==> src/mpd_pkg.sv <==
// Package for the motion pixel difference and background update block.
// Holds payload types, register codes, reset values and grey coefficients.
// Used by every module in src; depends on nothing.
`default_nettype none
package mpd_pkg;

  localparam logic [7:0]  GREY_KR = 8'd77;
  localparam logic [7:0]  GREY_KG = 8'd151;
  localparam logic [7:0]  GREY_KB = 8'd28;
  localparam logic [8:0]  Q8_ONE  = 9'd256;

  localparam logic [7:0]  THRESHOLD_RESET = 8'd80;
  localparam logic [8:0]  WEIGHT_RESET    = 9'd205;
  localparam logic [15:0] MARKED_RESET    = 16'hFFFF;
  localparam logic [15:0] UNMARKED_RESET  = 16'h0000;

  localparam int CFG_INDEX_W = 8;

  typedef enum logic [CFG_INDEX_W-1:0] {
    REG_DIFF_THRESHOLD    = 8'd0,
    REG_BACKGROUND_WEIGHT = 8'd1,
    REG_MARKED_COLOUR     = 8'd2,
    REG_UNMARKED_COLOUR   = 8'd3
  } cfg_reg_t;

  typedef struct packed {
    logic [15:0] bg_pixel;
    logic [15:0] cur_pixel;
  } px_in_t;

  // channel index 0 red, 1 green, 2 blue
  typedef struct packed {
    logic [2:0][15:0] gy_bg;
    logic [2:0][15:0] gy_cur;
    logic [2:0][15:0] bl_old;
    logic [2:0][15:0] bl_cur;
  } prod_t;

  typedef struct packed {
    logic [7:0]      grey_bg;
    logic [7:0]      grey_cur;
    logic [2:0][7:0] new_c;
  } sum_t;

  typedef struct packed {
    logic        motion;
    logic [15:0] mask_pixel;
    logic [15:0] new_bg_pixel;
  } res_t;

  typedef struct packed {
    logic [7:0]  diff_threshold;
    logic [15:0] marked_colour;
    logic [15:0] unmarked_colour;
  } decide_cfg_t;

endpackage
`default_nettype wire

==> src/mpd_mult.sv <==
// First pipeline stage: expands both RGB565 pixels to 8-bit channels and
// forms grey and blend products. Depends on mpd_pkg.
`default_nettype none
module mpd_mult (
  input  wire logic           clk,
  input  wire logic           rst,
  input  wire logic           in_valid,
  output logic                in_ready,
  input  wire mpd_pkg::px_in_t in_data,
  input  wire logic [8:0]     weight,
  input  wire logic [8:0]     weight_inv,
  output logic                out_valid,
  input  wire logic           out_ready,
  output mpd_pkg::prod_t      out_data
);

  logic [2:0][7:0] ch_bg;
  logic [2:0][7:0] ch_cur;
  mpd_pkg::prod_t  prod;

  always_comb begin
    ch_bg[0]  = {in_data.bg_pixel[15:11], 3'b000};
    ch_bg[1]  = {in_data.bg_pixel[10:5], 2'b00};
    ch_bg[2]  = {in_data.bg_pixel[4:0], 3'b000};
    ch_cur[0] = {in_data.cur_pixel[15:11], 3'b000};
    ch_cur[1] = {in_data.cur_pixel[10:5], 2'b00};
    ch_cur[2] = {in_data.cur_pixel[4:0], 3'b000};
    prod.gy_bg[0]  = 16'(ch_bg[0]) * 16'(mpd_pkg::GREY_KR);
    prod.gy_bg[1]  = 16'(ch_bg[1]) * 16'(mpd_pkg::GREY_KG);
    prod.gy_bg[2]  = 16'(ch_bg[2]) * 16'(mpd_pkg::GREY_KB);
    prod.gy_cur[0] = 16'(ch_cur[0]) * 16'(mpd_pkg::GREY_KR);
    prod.gy_cur[1] = 16'(ch_cur[1]) * 16'(mpd_pkg::GREY_KG);
    prod.gy_cur[2] = 16'(ch_cur[2]) * 16'(mpd_pkg::GREY_KB);
    for (int i = 0; i < 3; i++) begin
      prod.bl_old[i] = 16'(ch_bg[i]) * 16'(weight);
      prod.bl_cur[i] = 16'(ch_cur[i]) * 16'(weight_inv);
    end
  end

  assign in_ready = !out_valid || out_ready;

  always_ff @(posedge clk) begin
    if (rst) begin
      out_valid <= 1'b0;
    end else if (in_ready) begin
      out_valid <= in_valid;
    end
  end

  always_ff @(posedge clk) begin
    if (in_ready && in_valid) begin
      out_data <= prod;
    end
  end

endmodule
`default_nettype wire

==> src/mpd_sum.sv <==
// Second pipeline stage: adds the products and scales by 1/256 to get
// grey levels and blended channels. Depends on mpd_pkg.
`default_nettype none
module mpd_sum (
  input  wire logic           clk,
  input  wire logic           rst,
  input  wire logic           in_valid,
  output logic                in_ready,
  input  wire mpd_pkg::prod_t in_data,
  output logic                out_valid,
  input  wire logic           out_ready,
  output mpd_pkg::sum_t       out_data
);

  logic [17:0]       grey_bg_sum;
  logic [17:0]       grey_cur_sum;
  logic [2:0][16:0]  blend_sum;
  mpd_pkg::sum_t     sums;

  always_comb begin
    grey_bg_sum  = 18'(in_data.gy_bg[0]) + 18'(in_data.gy_bg[1]) + 18'(in_data.gy_bg[2]);
    grey_cur_sum = 18'(in_data.gy_cur[0]) + 18'(in_data.gy_cur[1])
                 + 18'(in_data.gy_cur[2]);
    sums.grey_bg  = grey_bg_sum[15:8];
    sums.grey_cur = grey_cur_sum[15:8];
    for (int i = 0; i < 3; i++) begin
      blend_sum[i]  = 17'(in_data.bl_old[i]) + 17'(in_data.bl_cur[i]);
      sums.new_c[i] = blend_sum[i][15:8];
    end
  end

  assign in_ready = !out_valid || out_ready;

  always_ff @(posedge clk) begin
    if (rst) begin
      out_valid <= 1'b0;
    end else if (in_ready) begin
      out_valid <= in_valid;
    end
  end

  always_ff @(posedge clk) begin
    if (in_ready && in_valid) begin
      out_data <= sums;
    end
  end

endmodule
`default_nettype wire

==> src/mpd_decide.sv <==
// Third pipeline stage and output register: grey difference against the
// threshold, mask colour select and RGB565 repack. Depends on mpd_pkg.
`default_nettype none
module mpd_decide (
  input  wire logic                clk,
  input  wire logic                rst,
  input  wire logic                in_valid,
  output logic                     in_ready,
  input  wire mpd_pkg::sum_t       in_data,
  input  wire mpd_pkg::decide_cfg_t cfg,
  output logic                     out_valid,
  input  wire logic                out_ready,
  output mpd_pkg::res_t            out_data
);

  logic [7:0]    diff;
  mpd_pkg::res_t res;

  always_comb begin
    diff = (in_data.grey_bg > in_data.grey_cur) ? in_data.grey_bg - in_data.grey_cur
                                                : in_data.grey_cur - in_data.grey_bg;
    res.motion       = diff >= cfg.diff_threshold;
    res.mask_pixel   = res.motion ? cfg.marked_colour : cfg.unmarked_colour;
    res.new_bg_pixel = {in_data.new_c[0][7:3], in_data.new_c[1][7:2], in_data.new_c[2][7:3]};
  end

  assign in_ready = !out_valid || out_ready;

  always_ff @(posedge clk) begin
    if (rst) begin
      out_valid <= 1'b0;
    end else if (in_ready) begin
      out_valid <= in_valid;
    end
  end

  always_ff @(posedge clk) begin
    if (in_ready && in_valid) begin
      out_data <= res;
    end
  end

endmodule
`default_nettype wire

==> src/motion_pixel_diff_and_background_update_top.sv <==
// Top level of the motion pixel difference and background update block.
// Holds the configuration registers and chains mpd_mult, mpd_sum, mpd_decide.
//
// channel  | direction | handshake          | payload
// s_*      | in        | s_tvalid/s_tready  | s_tdata: bg_pixel, cur_pixel
// m_*      | out       | m_tvalid/m_tready  | m_tdata: motion, mask_pixel, new_bg_pixel
// cfg_*    | in        | cfg_valid/cfg_ready| cfg_index, cfg_data
//
// One pixel per clock sustained while m_tready stays high; each request passes through
// the product, sum and decide register stages before its result appears.
// Reset is synchronous and clears all stage valid bits and loads register defaults.
// A stalled output holds its request; upstream stages keep filling bubbles.
// cfg_ready is always high; writes take effect on the next cycle.
`default_nettype none
module motion_pixel_diff_and_background_update_top (
  input  wire logic        clk,
  input  wire logic        rst,
  input  wire logic        s_tvalid,
  output logic             s_tready,
  input  wire logic [31:0] s_tdata,   // [15:0] bg_pixel, [31:16] cur_pixel
  output logic             m_tvalid,
  input  wire logic        m_tready,
  output logic [39:0]      m_tdata,   // [0] motion, [16:1] mask_pixel,
                                      // [32:17] new_bg_pixel, [39:33] zero
  input  wire logic        cfg_valid,
  output logic             cfg_ready,
  input  wire logic [mpd_pkg::CFG_INDEX_W-1:0] cfg_index,
  input  wire logic [15:0] cfg_data
);

  logic [7:0]  diff_threshold;
  logic [8:0]  background_weight;
  logic [15:0] marked_colour;
  logic [15:0] unmarked_colour;

  logic [8:0]  weight;
  logic [8:0]  weight_inv;

  mpd_pkg::px_in_t     px_in;
  mpd_pkg::prod_t      prod;
  mpd_pkg::sum_t       sums;
  mpd_pkg::res_t       res;
  mpd_pkg::decide_cfg_t dcfg;

  logic prod_valid, prod_ready;
  logic sum_valid, sum_ready;

  assign cfg_ready = 1'b1;

  always_ff @(posedge clk) begin
    if (rst) begin
      diff_threshold    <= mpd_pkg::THRESHOLD_RESET;
      background_weight <= mpd_pkg::WEIGHT_RESET;
      marked_colour     <= mpd_pkg::MARKED_RESET;
      unmarked_colour   <= mpd_pkg::UNMARKED_RESET;
    end else if (cfg_valid && cfg_ready) begin
      unique case (cfg_index)
        mpd_pkg::REG_DIFF_THRESHOLD:    diff_threshold    <= cfg_data[7:0];
        mpd_pkg::REG_BACKGROUND_WEIGHT: background_weight <= cfg_data[8:0];
        mpd_pkg::REG_MARKED_COLOUR:     marked_colour     <= cfg_data;
        mpd_pkg::REG_UNMARKED_COLOUR:   unmarked_colour   <= cfg_data;
        default: ;
      endcase
    end
  end

  // clamp weight to 1.0
  assign weight     = background_weight[8] ? mpd_pkg::Q8_ONE : background_weight;
  assign weight_inv = mpd_pkg::Q8_ONE - weight;

  assign px_in.bg_pixel  = s_tdata[15:0];
  assign px_in.cur_pixel = s_tdata[31:16];

  assign dcfg.diff_threshold  = diff_threshold;
  assign dcfg.marked_colour   = marked_colour;
  assign dcfg.unmarked_colour = unmarked_colour;

  mpd_mult u_mult (
    .clk        (clk),
    .rst        (rst),
    .in_valid   (s_tvalid),
    .in_ready   (s_tready),
    .in_data    (px_in),
    .weight     (weight),
    .weight_inv (weight_inv),
    .out_valid  (prod_valid),
    .out_ready  (prod_ready),
    .out_data   (prod)
  );

  mpd_sum u_sum (
    .clk       (clk),
    .rst       (rst),
    .in_valid  (prod_valid),
    .in_ready  (prod_ready),
    .in_data   (prod),
    .out_valid (sum_valid),
    .out_ready (sum_ready),
    .out_data  (sums)
  );

  mpd_decide u_decide (
    .clk       (clk),
    .rst       (rst),
    .in_valid  (sum_valid),
    .in_ready  (sum_ready),
    .in_data   (sums),
    .cfg       (dcfg),
    .out_valid (m_tvalid),
    .out_ready (m_tready),
    .out_data  (res)
  );

  assign m_tdata = {7'b0, res.new_bg_pixel, res.mask_pixel, res.motion};

`ifndef ASSERT_OFF
  a_ready_when_drained: assert property (@(posedge clk) disable iff (rst)
    m_tready |-> s_tready)
    else $error("input stalled while output side is taking results");

  a_stall_needs_result: assert property (@(posedge clk) disable iff (rst)
    !s_tready |-> m_tvalid)
    else $error("input stalled with no result waiting");

  a_reset_empties: assert property (@(posedge clk)
    rst |=> !m_tvalid && !prod_valid && !sum_valid)
    else $error("pipeline not empty after reset");
`endif

endmodule
`default_nettype wire

==> config.mk <==
export PLATFORM = sky130hd
export DESIGN_NAME = motion_pixel_diff_and_background_update_top
export DESIGN_NICKNAME = d
export VERILOG_FILES = /design/src/mpd_pkg.sv /design/src/mpd_mult.sv /design/src/mpd_sum.sv /design/src/mpd_decide.sv /design/src/motion_pixel_diff_and_background_update_top.sv
export SDC_FILE = /design/constraint.sdc
export NUM_CORES = 1
export LEC_CHECK = 0
export BUFFER_PORTS_ARGS = -buffer_cell sky130_fd_sc_hd__clkbuf_2
export CAP_MARGIN = 20
export CORE_MARGIN = 10
export CORE_UTILIZATION = 45
export DETAILED_ROUTE_END_ITERATION = 12
export MAX_ROUTING_LAYER = met4
export PLACE_DENSITY_LB_ADDON = 0.3
export SETUP_SLACK_MARGIN = 0.2
export SLEW_MARGIN = 5
export SYNTH_ARGS = -nofsm -noshare
export SYNTH_HDL_FRONTEND = slang
export SYNTH_SLANG_ARGS = --single-unit
==> constraint.sdc <==
create_clock -name clk -period 10.6 [get_ports clk]
set_clock_uncertainty 0.15 [all_clocks]
set_input_delay 0.53 -clock clk [delete_from_list [all_inputs] [get_ports clk]]
set_output_delay 0.53 -clock clk [all_outputs]
set_load 0.005 [all_outputs]
Word-level counts from Yosys, hierarchy flattened
Cells that the tools add are included.
{"block": "classes", "n_addsub": 10, "multipliers": 12, "div_mod_pow": 0, "n_lt_le_gt_ge": 2, "n_eq_ne": 3, "n_shift": 0, "muxes": 3, "n_bitwise": 0, "reduce_logical": 14}
{"operator": "multiplier 5 x 9 -> 13 bit", "count": 4}
{"operator": "adder 16 bit", "count": 3}
{"operator": "adder 15 x 16 -> 16 bit", "count": 2}
{"operator": "adder 16 x 13 -> 16 bit", "count": 2}
{"operator": "multiplier 6 x 8 -> 14 bit, second input constant", "count": 2}
{"operator": "multiplier 6 x 9 -> 14 bit", "count": 2}
{"operator": "multiplier 5 x 7 -> 12 bit, second input constant", "count": 2}
{"operator": "equality test 8 x 2 -> 1 bit, second input constant", "count": 2}
{"operator": "multiplier 5 x 3 -> 8 bit, second input constant", "count": 2}
{"operator": "two-way mux 16 bit", "count": 1}
{"operator": "subtractor 8 bit", "count": 2}
{"operator": "two-way mux 9 bit", "count": 1}
{"operator": "subtractor 9 bit, first input constant", "count": 1}
{"operator": "equality test 8 x 1 -> 1 bit, second input constant", "count": 1}
{"operator": "greater-or-equal comparator 8 bit", "count": 1}
{"operator": "> comparator 8 bit", "count": 1}
{"operator": "zero test 8 bit", "count": 1}
{"operator": "two-way mux 8 bit", "count": 1}
{"operator": "AND reduction 2 bit", "count": 4}
{"operator": "logical AND 1 bit", "count": 3}
{"operator": "zero test 1 bit", "count": 3}
{"operator": "logical OR 1 bit", "count": 3}
{"block": "totals", "regBits": 273, "latch_bits": 0, "ram_bits": 0, "rom_bits": 0, "inputBits": 61, "word_cells": 71, "n_memories": 0}

Longest topological paths before layout
Gate-level depths: netlist (run 1).
{"block": "logic_depth", "word_depth": 5, "ltp_mapped": 21}

Modules after synthesis
From an unflattened synthesis (run 1), not the netlist that was laid out.
{"block": "unflattened", "hier_cells": 2380, "hier_area_um2": 25182.9}
{"module": "mpd_mult", "instances": 1, "cells_per_inst": 1571, "area_per_inst_um2": 16438.3, "seq_area_each_um2": 4464.3}
{"module": "mpd_sum", "instances": 1, "cells_per_inst": 401, "area_per_inst_um2": 4324.1, "seq_area_each_um2": 1221.2}
{"module": "motion_pixel_diff_and_background_update_top", "instances": 1, "cells_per_inst": 242, "area_per_inst_um2": 2308.5, "seq_area_each_um2": 980.9}
{"module": "mpd_decide", "instances": 1, "cells_per_inst": 166, "area_per_inst_um2": 2112.0, "seq_area_each_um2": 1011.0}

Worst setup path after synthesis (run 1)
Ideal clock, no wire load.
{"block": "synth_path", "path_type": "register to register", "from": "register u_mult.out_valid", "to": "register u_mult.out_data[100] in the netlist's numbering (enable)", "setup_time_ns": 0.739, "arrival_ns": 8.209, "required_time_ns": 9.711, "setup_slack_ns": 1.502, "path_stages_with_launch": 2, "period_less_slack_ns": 9.098, "path_cell_list": "dfxtp_1 a31oi_1"}
{"block": "synth_between", "elab_chain_len": 3}
{"element": "from (decl)", "line": "mpd_mult.sv:12", "source": "output logic out_valid,"}
{"element": "from (signal assigned)", "line": "mpd_mult.sv:46", "source": "out_valid <= in_valid;"}
{"element": "zero test 1 bit", "line": "mpd_mult.sv:40", "source": "assign in_ready = !out_valid || out_ready;"}
{"element": "logical OR 1 bit", "line": "mpd_mult.sv:40"}
{"element": "logical AND 1 bit", "line": "mpd_mult.sv:51", "source": "if (in_ready && in_valid) begin"}
{"element": "to (signal assigned)", "line": "mpd_mult.sv:52", "source": "out_data <= prod;"}
{"element": "to (decl)", "line": "mpd_mult.sv:14", "source": "output mpd_pkg::prod_t out_data"}
No other way between the ends.
A chain may end at the register's enable or synchronous reset.

==> results of run 1 <==
-- layout make-up --
type | instances | share of cell area
Clock buffer | 39 | 0.0335
Clock inverter | 16 | 0.00740
Multi-Input combinational cell | 1538 | 0.558
Tap cell | 672 | 0.0336
Sequential cell | 263 | 0.295
Timing Repair Buffer | 117 | 0.0264
Inverter | 311 | 0.0467
-- per-stage QoR --
stage	cell area, um2	worst slack (ns)
global route	25000	4.34
global placement	23900	4.91
finish	25000	4.76
detailed placement	23900	4.77
floorplan	22700	1.50
CTS	25000	4.75
-- critical path, stage by stage (launching register included) --
cell	delay [ns]
dfxtp_1	0.30
buf_4	0.22
nor2b_1	0.71
buf_4	0.30
nor2_4	0.05
nand3_2	0.13
o22a_1	0.46
nand2_1	0.13
fa_1	0.52
fa_1	0.44
fa_1	0.55
inv_1	0.04
ha_1	0.33
a21oi_1	0.21
o21bai_1	0.11
a2111o_1	0.43
a31o_2	0.23
a21oi_1	0.17
xnor2_1	0.08
-- power breakdown --
group | internal (W) | switching (W)
sequential | 0.00152 | 0.000113
clock | 0.000634 | 0.000441
combinational | 0.00110 | 0.00121
-- Yosys cell counts (23+ instances only) --
| library cell | count |
|---|---|
| o21ai_0 | 27 |
| edfxtp_1 | 211 |
| fa_1 | 186 |
| and2_1 | 142 |
| nor3_1 | 23 |
| nand3b_1 | 23 |
| clkbuf_1 | 36 |
| ha_1 | 320 |
| nand2_1 | 239 |
| dfxtp_1 | 52 |
| xor2_1 | 34 |
| a21o_1 | 36 |
| nor2_1 | 91 |
| xnor2_1 | 106 |
| inv_1 | 309 |
| a21oi_1 | 106 |
| nor2b_1 | 24 |
-- kinds of logic (layout without fill, tap and decap cells) --
logic type	after synthesis	in the layout	share of synthesized area
multiplexers	29	29	0.0138
AO/OA/AOI/OAI	263	263	0.0747
adder cells (fa/ha/maj)	506	506	0.340
AND/OR/NAND/NOR	592	592	0.128
buffers and inverters	370	483	0.0641
other	2	8	0.000330
flip-flops	263	263	0.325
XOR/XNOR	140	140	0.0540
-- sequential cells by signal (all words and copies together) (netlist names) --
signal              count
u_mult.out_data       146
u_decide.out_data      33
u_sum.out_data         32
marked_colour          16
unmarked_colour        16
background_weight       9
diff_threshold          8
u_decide.out_valid      1
u_mult.out_valid        1
u_sum.out_valid         1
-- routing by layer --
layer  global-route usage  up-vias
met1                0.205     7339
met3               0.0215       67
met2                0.286      252
met5                    -        -
li1                     -     7363
met4               0.0458        0
-- final timing paths --
check	startpoint	slack [ns]	to
worst min-delay path	cfg_data[11]	0.03	marked_colour[11]$_SDFFE_PP1P_
worst min register to register	u_sum.out_data[3]$_DFFE_PP_	0.27	u_decide.out_data[11]$_DFFE_PP_
worst max register to register	background_weight[8]$_SDFFE_PP0P_	4.76	u_mult.out_data[30]$_DFFE_PP_
worst max-delay path	background_weight[8]$_SDFFE_PP0P_	4.76	u_mult.out_data[30]$_DFFE_PP_
==> qor.csv, run 1 <==
stage,metric,value,unit
job,Maximum Capacitance Violations,0,
cts,clock tree root buffer cell,clkbuf_16,
detailed_routing,antenna violation net count after detailed routing,0,
min_path,worst hold path stage count,3,
sta,post-route minimum period,5.84,ns
cells_and_area,Nets,2829,
cells_and_area,number of antenna diodes,0,
cells_and_area,"most common cell after layout, fill and taps aside",ha_1,
synthesis,post-synthesis register bit count,263,
detailed_routing,Total Wirelength,48000,um
sta,TNS Setup,0,ns
floorplan,Placeable Area,0.0501,mm2
cells_and_area,Layout area overhead,10.1,%
detailed_routing,Routed wire per std cell,16.3,um
floorplan,full die area,0.0599,mm2
placed_design,cell count after placement,2897,
cts,Num CTS Buffers,31,
power_and_ir_drop,Max rail drop VDD,0.146,mV
detailed_routing,top layer reached by signal wires,met4,
worst_setup_path,"Data arrival, critical path",6.04,ns
detailed_routing,via count,15021,
global_routing,number of antenna violations at the first check in global routing,1,
cells_and_area,post-layout util,0.500,
synthesis,top cell type's share of synthesized area,0.279,
power_and_ir_drop,cell leakage power,11.6,nW
sta,final number of max-transition violations,0,
synthesis,Unique masters post-synth,69,
detailed_routing,TritonRoute pass-1 iters,5,
power_and_ir_drop,PwrDens,200,mW/mm2
cts,number of buffers inserted to repair setup after CTS,0,
synthesis,Synth Flop Type,edfxtp_1,
sta,count of final setup violators,0,
cts,# resized after CTS,0,
outcome,result of the run,finished clean,
worst_setup_path,logic depth of the worst register-to-register path,18,
sta,actual slew at the worst max-slew pin,1.00,ns
placed_design,half-perimeter wire length after detailed placement,37500,um
power_and_ir_drop,power after layout,0.00501,W
global_routing,pin count of the biggest net entering global routing,90,
detailed_routing,DRC marker count from the first detailed-route iteration,763,
global_routing,residual overflow from global routing,0,
synthesis,cells taking the most area after synthesis,"edfxtp_1, ha_1, fa_1",
floorplan,vertical die dimension,245,um
detailed_routing,detailed route wirelength on metal2,24000,um
synthesis,mean cell area of the mapped netlist,10.5,um2
worst_setup_path,kind of start point of the critical path,register,
synthesis,cell count after synthesis,2165,
worst_setup_path,Worst Path Max Fanout,26,
cts,number of clock sinks,263,
synthesis,Async SR Flop Fraction,0,
cts,hold buffer count at cts,3,
cells_and_area,fill cell total of the finished layout,4508,
sta,Worst slew margin,0.331,
synthesis,Yosys warning count,0,
global_routing,GRT Util Overall,0.167,
placed_design,# port buffers,95,
synthesis,Post-synth EDFFs,211,
worst_setup_path,Crit Path Category,reg2reg,
synthesis,Netlist Area Pre-Place,0.0227,mm2
sta,final cycle utilization of the critical path,0.551,
sta,unrepaired setup endpoints after global routing,no,
worst_setup_path,critical path data required time,10.79,ns
cells_and_area,multi-input combinational cell area,0.0139,mm2
cells_and_area,non-filler instance count after layout,2956,
cts,clock-pin slew on the worst setup and hold paths,0.06,ns
detailed_routing,DRC viols,0,
global_routing,number of global-route vias before repair,15755,
sta,maximum frequency from static timing analysis,171,MHz
cells_and_area,share of final-layout standard cells stronger than drive strength 1,0.0902,
worst_setup_path,kind of capture point of the worst setup path,register,
floorplan,count of pins on the block boundary,104,
global_routing,wire length of the first global-routing pass,79900,um
cells_and_area,area used by sequential logic in the layout,0.00738,mm2
cts,maximum buffer depth of the clock tree,3,
detailed_routing,met3 WL,1870,um
cells_and_area,"commonest cells after routing, fill and taps aside","ha_1, inv_1, nand2_1",
floorplan,num rows,82,
synthesis,register area share after synthesis,0.325,
sta,hold violation total from the final report,0,
floorplan,effective utilization at floorplan,0.454,
synthesis,Synth area leader,edfxtp_1,
cts,clock network latency to the later pin of the worst-skew pair,0.60,ns
sta,smallest hold slack,0.0305,ns
cts,maximum level of the CTS H-tree,1,
cts,clock tree from TritonCTS,built,
floorplan,Chip Width,245,um
placed_design,final weighted congestion in routability-driven placement,0.854,
min_path,Hold WC Path Type,in2reg,
detailed_routing,vias per std cell,5.08,
detailed_routing,M1 wire length,21100,um
Note: power is estimated with default switching activity, not from simulation.
==> inputs of run 2 (changes only) <==
Settings changed: ABC_AREA set to 1.
Clock period 10.6 ns to 4.9 ns, I/O delays scaled along.
==> run 2 against run 1 <==
Against the previous run: die area is 5.8% higher; sequential share of layout area is 2.4 points lower; register-to-register slack worse by 4.4 ns; power is 130% higher.
==> qor.csv, run 2 <==
stage,metric,value,unit,change
cells_and_area,"commonest cells after routing, fill and taps aside","nand2_1, inv_1, ha_1",,
sta,maximum frequency from static timing analysis,221,MHz,+29%
worst_setup_path,chain of cells forming the critical path,inv_6 > nand2_2 > ha_4 > nand2_4 > nor2_8 > xor2_4 > inv_6 > nor2_1 > fa_1 > fa_1 > inv_1 > fa_1 > inv_1 > ha_1 > a21o_1 > o21ai_0 > nand4_1 > xor2_1,,
cells_and_area,number of antenna diodes,0,,unchanged
cells_and_area,"most common cell after layout, fill and taps aside",nand2_1,,
sta,unrepaired setup endpoints after global routing,no,,
cells_and_area,largest registers in the final layout,"u_mult.out_data: 146 flops, u_decide.out_data: 33 flops, u_sum.out_data: 32 flops",,
floorplan,count of pins on the block boundary,104,,unchanged
global_routing,wire length of the first global-routing pass,94200,um,+18%
detailed_routing,TritonRoute pass-1 iters,5,,unchanged
synthesis,Post-synth EDFFs,211,,unchanged
power_and_ir_drop,PwrDens,426,mW/mm2,+110%
worst_setup_path,Crit Path Category,reg2reg,,
worst_setup_path,kind of capture point of the worst setup path,register,,
global_routing,residual overflow from global routing,0,,unchanged
power_and_ir_drop,power after layout,0.0116,W,+130%
sta,final number of max-transition violations,0,,unchanged
global_routing,number of global-route vias before repair,18453,,+17%
worst_setup_path,critical path data required time,5.04,ns,-5.75 ns
outcome,result of the run,finished clean,,
global_routing,pin count of the biggest net entering global routing,116,,+29%
worst_setup_path,CP startpoint,background_weight[8]$_SDFFE_PP0P_,,
detailed_routing,vias per std cell,5.08,,about the same
cts,clock network latency to the later pin of the worst-skew pair,0.56,ns,-0.04 ns
synthesis,leading cell types by count after synthesis,"nand2_1, inv_1, ha_1",,
worst_setup_path,worst-path cell with the longest stage delay,fa_1,,
floorplan,effective utilization at floorplan,0.457,,+0.00315
cts,clock tree from TritonCTS,built,,
cells_and_area,largest reg by FF count,u_mult.out_data,,
synthesis,Yosys warning count,0,,unchanged
floorplan,Chip Width,252,um,+2.9%
power_and_ir_drop,Max rail drop VDD,0.296,mV,+100%
floorplan,Placeable Area,0.0529,mm2,+5.6%
detailed_routing,DRC marker count from the first detailed-route iteration,1097,,+44%
detailed_routing,antenna violation net count after detailed routing,0,,unchanged
synthesis,register area share after synthesis,0.305,,-0.0193
cells_and_area,share of final-layout standard cells stronger than drive strength 1,0.0844,,-0.00575
worst_setup_path,source of the worst register-to-register timing path,background_weight[8]$_SDFFE_PP0P_,,
synthesis,Unique masters post-synth,45,,-35%
cells_and_area,Nets,3468,,+23%
detailed_routing,via count,18345,,+22%
sta,count of final setup violators,0,,unchanged
sta,post-route minimum period,4.53,ns,-1.32 ns
cells_and_area,max reg flops,146,,unchanged
cells_and_area,fill cell total of the finished layout,4812,,+6.7%
floorplan,vertical die dimension,252,um,+2.9%
job,Maximum Capacitance Violations,0,,unchanged
floorplan,num rows,84,,+2.4%
global_routing,grt peak-use layer,met2,,
synthesis,post-synthesis register bit count,263,,unchanged
detailed_routing,DRC viols,0,,unchanged
power_and_ir_drop,cell leakage power,13.8,nW,+19%
worst_setup_path,critical path buffer and inverter count,4,,+1
sta,hold violation total from the final report,0,,unchanged
sta,TNS Setup,0,ns,unchanged
global_routing,met2 layer usage reported by global route,0.305,,+0.0194
cts,number of clock sinks,263,,unchanged
synthesis,most frequently used cell type in the post-synthesis netlist,nand2_1,,
global_routing,met3 Resource Use GR,0.0220,,+0.000498
synthesis,Async SR Flop Fraction,0,,unchanged
worst_setup_path,"Data arrival, critical path",4.67,ns,-1.37 ns
synthesis,cells taking the most area after synthesis,"edfxtp_1, ha_1, fa_1",,
synthesis,top cell type's share of synthesized area,0.262,,-0.0166
floorplan,full die area,0.0634,mm2,+5.8%
global_routing,met1 usage,0.244,,+0.0392
worst_setup_path,kind of start point of the critical path,register,,
detailed_routing,Total Wirelength,57300,um,+19%
synthesis,Synth Flop Type,edfxtp_1,,
worst_setup_path,most frequent cell on the critical path,fa_1,,
synthesis,mean cell area of the mapped netlist,8.80,um2,-16%
cts,maximum level of the CTS H-tree,2,,+1
synthesis,Synth area leader,edfxtp_1,,
placed_design,cell count after placement,3520,,+22%
worst_setup_path,Top Family by Delay on Critical Path,adder cells,,
cells_and_area,non-filler instance count after layout,3613,,+22%
synthesis,cell count after synthesis,2746,,+27%
worst_setup_path,biggest cell delay along the critical path,0.55,ns,-0.16 ns
cts,Num CTS Buffers,34,,+9.7%
sta,actual slew at the worst max-slew pin,1.09,ns,+0.0854 ns
placed_design,# port buffers,95,,unchanged
sta,Worst slew margin,0.274,,-0.0569
min_path,Hold Path Origin,s_tdata[1],,
global_routing,number of antenna violations at the first check in global routing,1,,unchanged
placed_design,half-perimeter wire length after detailed placement,45700,um,+22%
min_path,Hold WC Path Type,in2reg,,
worst_setup_path,Worst Path Max Fanout,12,,-54%
detailed_routing,Routed wire per std cell,15.9,um,-2.4%
cts,clock-pin slew on the worst setup and hold paths,0.06,ns,about the same
cts,clock tree root buffer cell,clkbuf_16,,
global_routing,GRT Util Overall,0.188,,+0.0205
sta,final cycle utilization of the critical path,0.924,,+0.373
placed_design,final weighted congestion in routability-driven placement,0.900,,+5.3%
synthesis,Netlist Area Pre-Place,0.0242,mm2,+6.3%
cts,maximum buffer depth of the clock tree,3,,unchanged
cells_and_area,Layout area overhead,12.5,%,
## run 2: cell count changes after synthesis, sizes merged, moves of 43 or more
cell	delta
nand2	+313
nor2	+162
xnor2	-68
o21ai	+62
inv	+199
and2	-142
nand3	+112
xor2	+67
a21oi	+43
## run 2: path summary, 6_finish.rpt
path / end / slack (ns) / depth (start not counted)
max reg2reg: u_mult.out_data[46]$_DFFE_PP_ / 0.37 / 18
max: u_mult.out_data[46]$_DFFE_PP_ / 0.37 / 18
min reg2reg: u_decide.out_data[2]$_DFFE_PP_ / 0.27 / 0
min: u_mult.out_data[182]$_DFFE_PP_ / 0.03 / 2
## run 2: area by class of cell
class	count	area [um2]	area share
repair buffers	165	1080	0.0397
clock buffers	41	887	0.0326
inverters	513	1940	0.0714
multi-input cells	1924	14800	0.544
well taps	688	861	0.0317
clock inverters	19	258	0.00948
flip-flops and latches	263	7380	0.271
## run 2: power by group
group,leakage [nW],switching [W],total (W),internal (W)
clock network,0.553,0.00104,0.00257,0.00153
registers,2.46,0.000241,0.00344,0.00319
logic,10.7,0.00346,0.00557,0.00211
total,13.8,0.00474,0.0116,0.00683
## run 2: timing repair
action,CTS,global route
endpoints found under the hold margin,59,0
pin swaps,1,7
buffers inserted,1,1
setup endpoints to repair,4,18
hold buffers,31,0
gates resized for setup,4,34
## run 2: routing by layer
layer,vias to the layer above,share of wire
met2,428,0.47
met1,8742,0.45
met3,89,0.051
li1,9086,-
met5,-,0
met4,0,0.025
## run 2: cell families (layout without fill, tap and decap cells)
family | count (synthesis) | in the layout | synth area share
simple gates | 966 | 966 | 0.164
buf+inv | 565 | 738 | 0.0901
fa+ha+maj | 506 | 506 | 0.320
compound gates | 305 | 305 | 0.0694
flops | 263 | 263 | 0.305
xor+xnor | 139 | 139 | 0.0512
other cells | 2 | 8 | 0.000311
## run 2: metrics by stage
step	cell area, um2	util	worst slack [ns]	hold WS [ns]
global placement	25600	0.484	0.266	0.260
floorplan	24200	-	0.202	0.164
detailed placement	25600	0.484	0.107	0.261
CTS	27000	0.512	0.215	0.0113
finish	27200	0.514	0.373	0.0287
global route	27200	0.514	0.150	0.0373
